===== config.mk =====
export PLATFORM = sky130hd
export DESIGN_NAME = two_channel_hit_detector_unit_flat
export DESIGN_NICKNAME = d
export VERILOG_FILES = /design/src/design/hd_pkg.sv /design/src/design/hd_cfg_if.sv /design/src/design/hd_sample_if.sv /design/src/design/hd_hit_if.sv /design/src/design/two_channel_hit_detector_unit.sv /design/src/design/hd_cfg_regs.sv /design/src/design/hd_chan_track.sv /design/src/flat_wrapper.sv
export VERILOG_INCLUDE_DIRS = /design/src /design/src/design
export SDC_FILE = /design/constraint.sdc
export NUM_CORES = 1
export LEC_CHECK = 0
export ABC_CLOCK_PERIOD_IN_PS = 21800
export BUFFER_PORTS_ARGS = -buffer_cell sky130_fd_sc_hd__buf_2
export CORE_AREA = 2 2 234 236
export CTS_CLUSTER_SIZE = 30
export DETAILED_ROUTE_END_ITERATION = 10
export DIE_AREA = 0 0 236 238
export GPL_ROUTABILITY_DRIVEN = 0
export PLACE_DENSITY = 0.78
export SLEW_MARGIN = 20
export SYNTH_ARGS = -nofsm -noshare
export SYNTH_HDL_FRONTEND = slang
export SYNTH_SLANG_ARGS = --single-unit

===== constraint.sdc =====
create_clock -name clk -period 21.8 [get_ports clk]
set_input_delay 2.18 -clock clk [delete_from_list [all_inputs] [get_ports clk]]
set_output_delay 2.18 -clock clk [all_outputs]
set_load 0.01 [all_outputs]

===== src/design/two_channel_hit_detector_unit_defines.svh =====
// Assertion helpers for the hit detector.
`ifndef TWO_CHANNEL_HIT_DETECTOR_UNIT_DEFINES_SVH
`define TWO_CHANNEL_HIT_DETECTOR_UNIT_DEFINES_SVH

// Same-cycle implication, disabled in reset.
`define HD_ASSERT_NOW(label, clk, rst, ante, cons, msg) \
  label: assert property (@(posedge clk) disable iff (rst) (ante) |-> (cons)) \
    else $error(msg);

// Next-cycle implication, disabled in reset.
`define HD_ASSERT_NEXT(label, clk, rst, ante, cons, msg) \
  label: assert property (@(posedge clk) disable iff (rst) (ante) |=> (cons)) \
    else $error(msg);

`endif


===== src/design/hd_pkg.sv =====
package hd_pkg;

  localparam int NUM_CHANNELS        = 2;
  localparam int SAMPLE_BITS_DEFAULT = 12;
  localparam int TIME_BITS_DEFAULT   = 48;

  localparam int CFG_INDEX_BITS = 3;
  localparam int CFG_DATA_BITS  = 16;
  localparam int PRE_BITS       = 16;

  // Thresholds keep enough bits for their reset values at any sample width.
  localparam int RESET_THR_BITS   = 10;
  localparam int START_THR_RESET  = 1000;
  localparam int END_THR_RESET    = 500;

  localparam logic [CFG_INDEX_BITS-1:0] CFG_OFFSET_CH0 = 3'd0;
  localparam logic [CFG_INDEX_BITS-1:0] CFG_OFFSET_CH1 = 3'd1;
  localparam logic [CFG_INDEX_BITS-1:0] CFG_START_THR  = 3'd2;
  localparam logic [CFG_INDEX_BITS-1:0] CFG_END_THR    = 3'd3;
  localparam logic [CFG_INDEX_BITS-1:0] CFG_PRE_SAMPLES = 3'd4;

  function automatic int thr_bits(input int sample_bits);
    return (sample_bits > RESET_THR_BITS) ? sample_bits : RESET_THR_BITS;
  endfunction

endpackage


===== src/design/hd_cfg_if.sv =====
interface hd_cfg_if;
  import hd_pkg::*;

  logic                      valid;
  logic                      ready;
  logic [CFG_INDEX_BITS-1:0] index;
  logic [CFG_DATA_BITS-1:0]  data;

  modport source (output valid, output index, output data, input ready);
  modport sink (input valid, input index, input data, output ready);
endinterface


===== src/design/hd_sample_if.sv =====
interface hd_sample_if #(
  parameter int SAMPLE_BITS = hd_pkg::SAMPLE_BITS_DEFAULT
);
  logic                   valid;
  logic                   ready;
  logic [SAMPLE_BITS-1:0] raw_sample;

  modport source (output valid, output raw_sample, input ready);
  modport sink (input valid, input raw_sample, output ready);
endinterface


===== src/design/hd_hit_if.sv =====
interface hd_hit_if #(
  parameter int SAMPLE_BITS = hd_pkg::SAMPLE_BITS_DEFAULT,
  parameter int TIME_BITS   = hd_pkg::TIME_BITS_DEFAULT
);
  logic                        valid;
  logic                        ready;
  logic                        hit_channel;
  logic [SAMPLE_BITS-1:0]      peak_value;
  logic signed [TIME_BITS:0]   start_time;
  logic [TIME_BITS-1:0]        end_time;
  logic [TIME_BITS-1:0]        integral_halves;

  modport source (output valid, output hit_channel, output peak_value, output start_time,
                  output end_time, output integral_halves, input ready);
  modport sink (input valid, input hit_channel, input peak_value, input start_time,
                input end_time, input integral_halves, output ready);
endinterface


===== src/design/two_channel_hit_detector_unit.sv =====
// A sample is held in the input register; a sample that ends a hit then loads
//   its hit item into the result register, valid on the hit channel from there.
// Throughput: one sample per cycle, set by the single per-channel update stage.
// Stalls on the hit channel hold only samples that end a hit.
// Reset (rst, synchronous): clears all hit state, time and phase (channel 0
//   next), offsets and pre-samples to zero, thresholds to 1000 and 500.
`include "two_channel_hit_detector_unit_defines.svh"

module two_channel_hit_detector_unit #(
  parameter int SAMPLE_BITS = hd_pkg::SAMPLE_BITS_DEFAULT,
  parameter int TIME_BITS   = hd_pkg::TIME_BITS_DEFAULT
) (
  input  logic       clk,
  input  logic       rst,
  hd_cfg_if.sink     cfg,
  hd_sample_if.sink  samples,
  hd_hit_if.source   hits
);
  import hd_pkg::*;

  localparam int THR_BITS = thr_bits(SAMPLE_BITS);

  logic [SAMPLE_BITS-1:0] offset_ch0;
  logic [SAMPLE_BITS-1:0] offset_ch1;
  logic [THR_BITS-1:0]    start_thr;
  logic [THR_BITS-1:0]    end_thr;
  logic [PRE_BITS-1:0]    pre_samples;

  logic                   s1_valid;
  logic [SAMPLE_BITS-1:0] s1_raw;
  logic                   phase;
  logic [TIME_BITS-1:0]   sample_index;

  logic [SAMPLE_BITS-1:0] offset;
  logic [SAMPLE_BITS-1:0] sample;
  logic                   out_free;
  logic                   fire;
  logic                   s1_go;

  logic [NUM_CHANNELS-1:0] take;
  logic [NUM_CHANNELS-1:0] hit_end;
  logic [SAMPLE_BITS-1:0]  peak_next   [NUM_CHANNELS];
  logic [TIME_BITS-1:0]    start_index [NUM_CHANNELS];
  logic [TIME_BITS-1:0]    integ_next  [NUM_CHANNELS];

  hd_cfg_regs #(
    .SAMPLE_BITS (SAMPLE_BITS),
    .THR_BITS    (THR_BITS)
  ) u_cfg (
    .clk         (clk),
    .rst         (rst),
    .cfg         (cfg),
    .offset_ch0  (offset_ch0),
    .offset_ch1  (offset_ch1),
    .start_thr   (start_thr),
    .end_thr     (end_thr),
    .pre_samples (pre_samples)
  );

  assign offset   = phase ? offset_ch1 : offset_ch0;
  assign sample   = (s1_raw < offset) ? '0 : s1_raw - offset;
  assign out_free = !hits.valid || hits.ready;
  assign fire     = s1_valid && hit_end[phase];
  assign s1_go    = s1_valid && (!fire || out_free);
  assign take     = {s1_go && phase, s1_go && !phase};

  assign samples.ready = !s1_valid || s1_go;

  for (genvar c = 0; c < NUM_CHANNELS; c++) begin : g_chan
    hd_chan_track #(
      .SAMPLE_BITS (SAMPLE_BITS),
      .TIME_BITS   (TIME_BITS),
      .THR_BITS    (THR_BITS)
    ) u_track (
      .clk           (clk),
      .rst           (rst),
      .take          (take[c]),
      .sample        (sample),
      .sample_index  (sample_index),
      .start_thr     (start_thr),
      .end_thr       (end_thr),
      .hit_end       (hit_end[c]),
      .peak_next     (peak_next[c]),
      .start_index   (start_index[c]),
      .integral_next (integ_next[c])
    );
  end

  // input register
  always_ff @(posedge clk) begin
    if (rst) begin
      s1_valid <= 1'b0;
    end else if (samples.ready) begin
      s1_valid <= samples.valid;
    end
  end

  always_ff @(posedge clk) begin
    if (samples.valid && samples.ready) begin
      s1_raw <= samples.raw_sample;
    end
  end

  // phase advances per processed item, time after each channel 1 item
  always_ff @(posedge clk) begin
    if (rst) begin
      phase        <= 1'b0;
      sample_index <= '0;
    end else if (s1_go) begin
      phase <= !phase;
      if (phase) begin
        sample_index <= sample_index + 1'b1;
      end
    end
  end

  // result register
  always_ff @(posedge clk) begin
    if (rst) begin
      hits.valid <= 1'b0;
    end else if (s1_go && fire) begin
      hits.valid <= 1'b1;
    end else if (hits.ready) begin
      hits.valid <= 1'b0;
    end
  end

  always_ff @(posedge clk) begin
    if (s1_go && fire) begin
      hits.hit_channel     <= phase;
      hits.peak_value      <= peak_next[phase];
      hits.start_time      <= {1'b0, start_index[phase]} - (TIME_BITS + 1)'(pre_samples);
      hits.end_time        <= sample_index;
      hits.integral_halves <= integ_next[phase];
    end
  end

  `HD_ASSERT_NEXT(a_phase_toggles, clk, rst, s1_go, phase != $past(phase), "phase did not toggle")
  `HD_ASSERT_NEXT(a_index_steps, clk, rst, s1_go && phase, sample_index == TIME_BITS'($past(sample_index) + 1'b1), "index did not advance")
  `HD_ASSERT_NOW(a_result_source, clk, rst, $rose(hits.valid), $past(s1_go && fire), "result without hit end")
  `HD_ASSERT_NOW(a_ready_only_full, clk, rst, !samples.ready, s1_valid, "stall with empty input register")

endmodule


===== src/design/hd_cfg_regs.sv =====
module hd_cfg_regs #(
  parameter int SAMPLE_BITS = hd_pkg::SAMPLE_BITS_DEFAULT,
  parameter int THR_BITS    = hd_pkg::thr_bits(hd_pkg::SAMPLE_BITS_DEFAULT)
) (
  input  logic                          clk,
  input  logic                          rst,
  hd_cfg_if.sink                        cfg,
  output logic [SAMPLE_BITS-1:0]        offset_ch0,
  output logic [SAMPLE_BITS-1:0]        offset_ch1,
  output logic [THR_BITS-1:0]           start_thr,
  output logic [THR_BITS-1:0]           end_thr,
  output logic [hd_pkg::PRE_BITS-1:0]   pre_samples
);
  import hd_pkg::*;

  logic                   wr;
  logic [THR_BITS-1:0]    wr_thr;

  assign cfg.ready = 1'b1;
  assign wr        = cfg.valid;
  assign wr_thr    = THR_BITS'(cfg.data[SAMPLE_BITS-1:0]);

  always_ff @(posedge clk) begin
    if (rst) begin
      offset_ch0  <= '0;
      offset_ch1  <= '0;
      start_thr   <= THR_BITS'(START_THR_RESET);
      end_thr     <= THR_BITS'(END_THR_RESET);
      pre_samples <= '0;
    end else if (wr) begin
      case (cfg.index)
        CFG_OFFSET_CH0:  offset_ch0  <= cfg.data[SAMPLE_BITS-1:0];
        CFG_OFFSET_CH1:  offset_ch1  <= cfg.data[SAMPLE_BITS-1:0];
        CFG_START_THR:   start_thr   <= wr_thr;
        CFG_END_THR:     end_thr     <= wr_thr;
        CFG_PRE_SAMPLES: pre_samples <= cfg.data[PRE_BITS-1:0];
        default: ;
      endcase
    end
  end
endmodule


===== src/design/hd_chan_track.sv =====
module hd_chan_track #(
  parameter int SAMPLE_BITS = hd_pkg::SAMPLE_BITS_DEFAULT,
  parameter int TIME_BITS   = hd_pkg::TIME_BITS_DEFAULT,
  parameter int THR_BITS    = hd_pkg::thr_bits(hd_pkg::SAMPLE_BITS_DEFAULT)
) (
  input  logic                   clk,
  input  logic                   rst,
  input  logic                   take,
  input  logic [SAMPLE_BITS-1:0] sample,
  input  logic [TIME_BITS-1:0]   sample_index,
  input  logic [THR_BITS-1:0]    start_thr,
  input  logic [THR_BITS-1:0]    end_thr,
  output logic                   hit_end,
  output logic [SAMPLE_BITS-1:0] peak_next,
  output logic [TIME_BITS-1:0]   start_index,
  output logic [TIME_BITS-1:0]   integral_next
);
  logic                   in_hit;
  logic [SAMPLE_BITS-1:0] prev_sample;
  logic [SAMPLE_BITS-1:0] peak;
  logic [TIME_BITS-1:0]   integral;
  logic [THR_BITS-1:0]    sample_ext;
  logic [SAMPLE_BITS:0]   pair_sum;
  logic [TIME_BITS:0]     acc_sum;
  logic                   starts;

  assign sample_ext = THR_BITS'(sample);
  assign starts     = !in_hit && (sample_ext > start_thr);
  assign hit_end    = in_hit && (sample_ext < end_thr);

  // trapezoid step in half-LSB units, saturating
  assign pair_sum      = {1'b0, prev_sample} + {1'b0, sample};
  assign acc_sum       = {1'b0, integral} + (TIME_BITS + 1)'(pair_sum);
  assign integral_next = acc_sum[TIME_BITS] ? {TIME_BITS{1'b1}} : acc_sum[TIME_BITS-1:0];
  assign peak_next     = (sample > peak) ? sample : peak;

  always_ff @(posedge clk) begin
    if (rst) begin
      in_hit      <= 1'b0;
      prev_sample <= '0;
      peak        <= '0;
      integral    <= '0;
      start_index <= '0;
    end else if (take) begin
      prev_sample <= sample;
      if (starts) begin
        in_hit      <= 1'b1;
        start_index <= sample_index;
        peak        <= sample;
        integral    <= '0;
      end else if (in_hit) begin
        integral <= integral_next;
        peak     <= peak_next;
        if (hit_end) begin
          in_hit <= 1'b0;
        end
      end
    end
  end
endmodule

===== src/flat_wrapper.sv =====
// flat-port wrapper written by rule: the top's interface ports become plain ports
module two_channel_hit_detector_unit_flat import hd_pkg::*;
#(
  parameter int SAMPLE_BITS = hd_pkg::SAMPLE_BITS_DEFAULT,
  parameter int TIME_BITS   = hd_pkg::TIME_BITS_DEFAULT
)
  (clk, rst, cfg_valid, cfg_index, cfg_data, cfg_ready, samples_valid, samples_raw_sample, samples_ready, hits_valid, hits_hit_channel, hits_peak_value, hits_start_time, hits_end_time, hits_integral_halves, hits_ready);
  hd_cfg_if cfg_i ();
  hd_sample_if #(.SAMPLE_BITS(SAMPLE_BITS)) samples_i ();
  hd_hit_if #(.SAMPLE_BITS(SAMPLE_BITS), .TIME_BITS(TIME_BITS)) hits_i ();
  input  logic clk;
  input  logic rst;
  input wire logic [$bits(cfg_i.valid)-1:0] cfg_valid;
  input wire logic [$bits(cfg_i.index)-1:0] cfg_index;
  input wire logic [$bits(cfg_i.data)-1:0] cfg_data;
  output wire logic [$bits(cfg_i.ready)-1:0] cfg_ready;
  input wire logic [$bits(samples_i.valid)-1:0] samples_valid;
  input wire logic [$bits(samples_i.raw_sample)-1:0] samples_raw_sample;
  output wire logic [$bits(samples_i.ready)-1:0] samples_ready;
  output wire logic [$bits(hits_i.valid)-1:0] hits_valid;
  output wire logic [$bits(hits_i.hit_channel)-1:0] hits_hit_channel;
  output wire logic [$bits(hits_i.peak_value)-1:0] hits_peak_value;
  output wire logic [$bits(hits_i.start_time)-1:0] hits_start_time;
  output wire logic [$bits(hits_i.end_time)-1:0] hits_end_time;
  output wire logic [$bits(hits_i.integral_halves)-1:0] hits_integral_halves;
  input wire logic [$bits(hits_i.ready)-1:0] hits_ready;
  assign cfg_i.valid = cfg_valid;
  assign cfg_i.index = cfg_index;
  assign cfg_i.data = cfg_data;
  assign cfg_ready = cfg_i.ready;
  assign samples_i.valid = samples_valid;
  assign samples_i.raw_sample = samples_raw_sample;
  assign samples_ready = samples_i.ready;
  assign hits_valid = hits_i.valid;
  assign hits_hit_channel = hits_i.hit_channel;
  assign hits_peak_value = hits_i.peak_value;
  assign hits_start_time = hits_i.start_time;
  assign hits_end_time = hits_i.end_time;
  assign hits_integral_halves = hits_i.integral_halves;
  assign hits_i.ready = hits_ready;
  two_channel_hit_detector_unit #(.SAMPLE_BITS(SAMPLE_BITS), .TIME_BITS(TIME_BITS)) u_core (.clk(clk), .rst(rst), .cfg(cfg_i), .samples(samples_i), .hits(hits_i));
endmodule

**After elaboration in Yosys (flattened, before gate mapping)**

Cells that the tools add are included.

- Output and inout bits: 161
- Flip-flop bits (word level): 527
- Logic and storage cells: 110

- Muxes and demuxes: 33
- Bitwise gates (word level): 1
- Eq/ne operators: 4
- Add/subtract/negate cells: 7
- Magnitude comparators: 7
- Reductions and logical operators: 33

Operator list:

| cell | count |
|---|---|
| 2-to-1 mux 48 bit | 12 |
| 2-to-1 mux 12 bit | 11 |
| adder 48 x 13 -> 49 bit | 2 |
| subtractor 48 x 16 -> 49 bit | 1 |
| adder 48 x 1 -> 48 bit (second input constant) | 1 |
| greater-than comparator 12 bit | 3 |
| adder 12 x 12 -> 13 bit | 2 |
| less-than comparator 12 bit | 2 |
| AND reduction 2 bit | 10 |
| subtractor 12 bit | 1 |
| logical AND 1 bit | 10 |
| 2-to-1 mux 1 bit | 10 |
| == test 3 x 2 -> 1 bit (second input constant) | 2 |
| zero test 1 bit | 6 |
| nonzero test 2 bit | 3 |
| == test 3 x 1 -> 1 bit (second input constant) | 1 |
| == test 3 bit (second input constant) | 1 |
| zero test 3 bit | 1 |
| logical OR 1 bit | 3 |
| >= comparator 2 bit (second input constant) | 1 |
| less-than comparator 1 x 2 -> 1 bit (second input constant) | 1 |
| inverter 1 -> 2 bit | 1 |

**Logic depth before layout (Yosys ltp)**

- Word-level depth: 13
- Depth in mapped cells: 34
- Gate-level depth less buffers: 24

**Hierarchy**

Synthesis repeated with hierarchy kept, for this count alone.

- Cells, all modules: 3039
- Area total of the unflattened synthesis: 28787.6 um^2

Modules (own cells, without submodules):

| module | sequential area each (um^2) | cells each | area an instance (um^2) | instances |
|---|---|---|---|---|
| two_channel_hit_detector_unit | 6125.9 | 965 | 11315.9 | 1 |
| hd_chan_track at u_core.g_chan[0].u_track | 2422.3 | 968 | 7495.9 | 1 |
| hd_chan_track at u_core.g_chan[1].u_track | 2422.3 | 863 | 7380.8 | 1 |
| hd_cfg_regs | 1281.2 | 243 | 2595.0 | 1 |

**Worst setup path before layout**

Ideal clock, no wire load.

- Path kind: register to register
- From: register u_core.phase
- To: register u_core.hits.end_time[0], enable pin
- Required time: 21.122 ns
- Path slack: 8.584 ns
- Stages on the path, launching flop included: 24
- Clock period less this slack: 13.216 ns
- Arrival time: 12.538 ns
- Path buffers: 7
- Cell sequence: dfxtp_1 -> buf_4 -> buf_6 -> buf_2 -> buf_2 -> buf_2 -> buf_2 -> buf_1 -> mux2_2 -> ha_1 -> fa_1 -> nor2b_1 -> o31ai_1 -> a31oi_1 -> nor2_1 -> o21a_1 -> a211oi_1 -> ha_1 -> a21o_1 -> a211o_1 -> a211oi_1 -> or2_2 -> nand3_1 -> nor2_1

- Cells in the longest elaborated chain, start to end: 12

Ends and longest elaborated chain:

| what | RTL line | text |
|---|---|---|
| start: declaration | two_channel_hit_detector_unit.sv:31 | `logic phase;` |
| start signal: assignment | two_channel_hit_detector_unit.sv:110 | `phase <= !phase;` |
| 2-to-1 mux 12 bit (*) | two_channel_hit_detector_unit.sv:60 | `assign offset = phase ? offset_ch1 : offset_ch0;` |
| subtractor 12 bit or less-than comparator 12 bit (tied branches) | two_channel_hit_detector_unit.sv:61 | `assign sample = (s1_raw < offset) ? '0 : s1_raw - offset;` |
| 2-to-1 mux 12 bit (*) | two_channel_hit_detector_unit.sv:61 |  |
| named net u_core.g_chan[0].u_track.sample[3] | hd_chan_track.sv:9 | `input logic [SAMPLE_BITS-1:0] sample,` |
| less-than comparator 12 bit (*) | hd_chan_track.sv:29 | `assign hit_end = in_hit && (sample_ext < end_thr);` |
| logical AND 1 bit | hd_chan_track.sv:29 |  |
| 2-to-1 mux 1 bit (not written as such) (*) (2 in series) | two_channel_hit_detector_unit.sv:63 | `assign fire = s1_valid && hit_end[phase];` |
| logical AND 1 bit (*) | two_channel_hit_detector_unit.sv:63 |  |
| zero test 1 bit | two_channel_hit_detector_unit.sv:64 | `assign s1_go = s1_valid && (!fire \|\| out_free);` |
| logical OR 1 bit | two_channel_hit_detector_unit.sv:64 |  |
| logical AND 1 bit | two_channel_hit_detector_unit.sv:64 |  |
| logical AND 1 bit (*) | two_channel_hit_detector_unit.sv:129 | `if (s1_go && fire) begin` |
| end signal: assignment | two_channel_hit_detector_unit.sv:133 | `hits.end_time <= sample_index;` |
| end: declaration | hd_hit_if.sv:14 | `output end_time, output integral_halves, input ready);` |

The timed path passes the listed nets; every way through them passes the cells marked *. The select of a mux whose other input is x is not followed.
A chain may end at the register's enable or synchronous reset.

**Worst setup path in the final report**

- From: register u_core.phase
- To: output samples_ready

- Cells in the longest elaborated chain, start to end: 12

Ends and longest elaborated chain:

| what | RTL line | text |
|---|---|---|
| 2-to-1 mux 12 bit (*) | two_channel_hit_detector_unit.sv:60 |  |
| subtractor 12 bit or less-than comparator 12 bit (tied branches) | two_channel_hit_detector_unit.sv:61 |  |
| 2-to-1 mux 12 bit (*) | two_channel_hit_detector_unit.sv:61 |  |
| named net u_core.g_chan[0].u_track.sample[9] | hd_chan_track.sv:9 |  |
| less-than comparator 12 bit (*) | hd_chan_track.sv:29 |  |
| logical AND 1 bit | hd_chan_track.sv:29 |  |
| 2-to-1 mux 1 bit (not written as such) (*) (2 in series) | two_channel_hit_detector_unit.sv:63 |  |
| logical AND 1 bit (*) | two_channel_hit_detector_unit.sv:63 |  |
| zero test 1 bit (*) | two_channel_hit_detector_unit.sv:64 |  |
| logical OR 1 bit (*) | two_channel_hit_detector_unit.sv:64 |  |
| logical AND 1 bit (*) | two_channel_hit_detector_unit.sv:64 |  |
| logical OR 1 bit (*) | two_channel_hit_detector_unit.sv:67 | `assign samples.ready = !s1_valid \|\| s1_go;` |
| end: declaration | flat_wrapper.sv:19 | `output wire logic [$bits(samples_i.ready)-1:0] samples_ready;` |

Marked as above.

==> impl_metrics.py <==
metrics = {
    "drt": {
        "finalWirelength_microns": 68600,
        "drt-initial-drc-count": 1876,
        "wire_per_inst_microns": 18.1,
        "dr.pass1.iters": 6,
        "ant_nets": 0,
        "avgViaCountPerCell": 5.71,
        "vias": 21618,
        "drc": 0,
    },
    "layout": {
        "finalCoreUtilization": 0.561,
        "layout-drive-gt1-share": 0.121,
        "final_nets": 3207,
        "final_area_sq_um": 30000,
        "num_antenna_cells": 0,
        "stdcell_count": 3786,
        "areaGrowthSynthToFinish_pct": 12.6,
    },
    "power_and_ir_drop": {
        "finalPower_mw": 2.27,
        "ir_worst_vdd_mv": 0.0673,
        "p_leak_nw": 11.7,
        "power.density_nw_per_um2": 75.7,
    },
    "logic_synthesis": {
        "ys_warn_count": 0,
        "synth_area_sq_um": 26600,
        "syn-num-nets": 3072,
        "synth_seq_area_share": 0.460,
        "syn_inst": 2908,
        "synth-seq-cells": 527,
        "synthDistinctLibCells": 84,
        "ys_async_sr_fraction": 0,
        "netlist.area_leader.share": 0.268,
        "synth.most_common_cell": "nand2_1",
        "synth_common_cells": "nand2_1 (392), dfxtp_1 (357), nor2_1 (298)",
        "synth-edff-count": 170,
        "synthFlopType": "dfxtp_1",
        "yosysTopAreaCell": "dfxtp_1",
        "synth_area_leaders": "dfxtp_1 (27%), edfxtp_1 (19%), nand2_1 (5.5%)",
        "syn_avg_cell_area_sq_um": 9.16,
    },
    "place": {
        "dpl-instance-area_sq_um": 28200,
        "pre_cts_slack_ns": 13.66,
        "dp_hpwl_microns": 47200,
        "portBuffers": 195,
        "dp_cells": 3682,
    },
    "die": {
        "initial_utilization": 0.498,
        "dieArea_sq_um": 56200,
        "die_y_microns": 238,
        "num_io_pins": 197,
        "rows": 85,
        "coreArea_sq_um": 53500,
        "die_x_microns": 236,
    },
    "global_route": {
        "grt_pass1_wl_microns": 108000,
        "globalRouteTotalUtil": 0.239,
        "grt-ovfl-total": 0,
        "antenna_found_initial": 0,
        "grt_start_max_net_pins": 115,
        "grt_pass1_vias": 20240,
    },
    "sta": {
        "fin_hold_ws_ns": 0.453,
        "worst_slew_pin_slew_ns": 1.03,
        "relSlewSlack": 0.294,
        "min_period_ns": 8.75,
        "max_freq_ghz": 0.114,
        "setup_ws_ns": 13.05,
        "finalMaxSlewViolations": 0,
        "hold_violations": 0,
        "rsz0062_at_grt": "false",
        "period_share": 0.401,
        "fin_setup_tns_ns": 0,
        "skew_ns": 0.0227,
        "setup_viol": 0,
    },
    "cts": {
        "cts.sinks": 527,
        "post_cts_buffers": 0,
        "htreeDepth": 2,
        "post_cts_resized": 0,
        "clk_latency_ns": 0.63,
        "numCtsBuffers": 55,
        "postCtsHoldBufs": 0,
        "cts-root-buf": "clkbuf_16",
        "cts_tree": "yes",
        "clockBufferDepth": 3,
        "path_clk_slew_ns": 0.06,
    },
    "setup_path": {
        "required_ns": 19.62,
        "critPathMaxStageDelay_ns": 0.73,
        "crit_path_max_fanout": 55,
        "slowest_stage": "buf_4",
        "critPathTopFamily": "compound AO/OA/AOI/OAI gates",
        "cp-end-kind": "primary output",
        "arrival_ns": 6.57,
        "crit_path_cell_trace": "buf_4, mux2i_1, ha_1, o21ai_0, a221o_1, a31oi_1, nor2_1, o21a_1, nor4_2, buf_4, ha_1, a21oi_1, o21ai_0, a211o_1, a211oi_1, or2_2, nand3_1, nor2_1, inv_1, buf_2",
        "cp_num_buf_inv": 4,
        "crit_path_start_kind": "register",
        "worstSetupPathType": "reg2out",
    },
    "min_path": {
        "hold_path_class": "reg2reg",
    },
    "run": {
        "cap_violations": 0,
    },
    "run_status": {
        "outcome": "finished, final reports clean",
    },
}
==> worst paths after layout <==
kind	from	end	slack [ns]	cells past startpoint
min reg2reg	u_core.g_chan[1].u_track.start_index[41]$_SDFFE_PP0P_	u_core.g_chan[1].u_track.start_index[41]$_SDFFE_PP0P_	0.45	2
max	u_core.phase$_SDFFE_PP0P_	samples_ready	13.05	20
min	u_core.g_chan[1].u_track.start_index[41]$_SDFFE_PP0P_	u_core.g_chan[1].u_track.start_index[41]$_SDFFE_PP0P_	0.45	2
max reg2reg	u_core.phase$_SDFFE_PP0P_	u_core.hits.end_time[42]$_DFFE_PP_	13.61	20
==> worst min-delay path, cell delays in order, from the launching register on <==
cell     delay, ns
dfxtp_1       0.30
nand2_1       0.05
a21oi_1       0.05
==> registers in the layout, summed over array words and instances, names as in the netlist, 24 cells and up <==
signal	cells
u_core.g_chan.u_track.integral	96
u_core.g_chan.u_track.peak	24
u_core.g_chan.u_track.prev_sample	24
u_core.g_chan.u_track.start_index	96
u_core.hits.end_time	48
u_core.hits.integral_halves	48
u_core.hits.start_time	49
u_core.sample_index	48
==> placed cells by master, fill, tap and decap left out, types with 21 or more instances in the layout <==
cell	synthesis	final
xor2_1	42	42
nor3_1	59	59
or3_1	24	24
and3_1	37	37
o21ai_0	136	136
clkbuf_16	0	58
buf_4	4	31
a21o_1	30	30
xnor2_1	100	100
inv_1	136	136
mux2i_1	144	144
edfxtp_1	170	170
o21a_1	26	26
a21oi_1	266	266
nor2_1	298	293
ha_1	100	100
nand4_1	31	31
nand3_1	68	67
nand2_1	392	391
nor2b_1	31	29
fa_1	28	28
buf_2	26	194
mux2_2	21	21
dfxtp_1	357	356
a31oi_1	24	24
==> cell type report <==
cell class,count,area [sq um]
Sequential cell,527,12300
Clock buffer,77,1550
Timing Repair Buffer,226,1220
Multi-Input combinational cell,2097,13300
Tap cell,696,871
Fill cell,4686,23500
Inverter,136,510
Clock inverter,27,270
==> routing by layer <==
layer	vias up	routed length [microns]	global-route usage
li1	10423	-	-
met1	10304	29800	0.323
met2	743	31900	0.389
met3	148	4330	0.0351
met4	0	2510	0.0940
met5	-	0	0
==> report_power, final <==
part | total [mW] | leakage (nW) | internal, mW | switching, mW
registers | 1.04 | 4.56 | 1.03 | 0.00858
clock network | 0.945 | 0.890 | 0.546 | 0.399
logic | 0.289 | 6.21 | 0.105 | 0.184
total | 2.27 | 11.7 | 1.68 | 0.591
==> cells by family after synthesis <==
kind of cell,count (synthesis),share of synthesized area
muxes,166,0.0634
buffers and inverters,284,0.0424
other,1,0.000141
DFF,527,0.460
adders and majority gates,128,0.0680
and+or+nand+nor,1051,0.183
xor gates and xnor gates,142,0.0467
AOI/OAI and AO/OA,609,0.136
(Power assumes the default switching activity.)
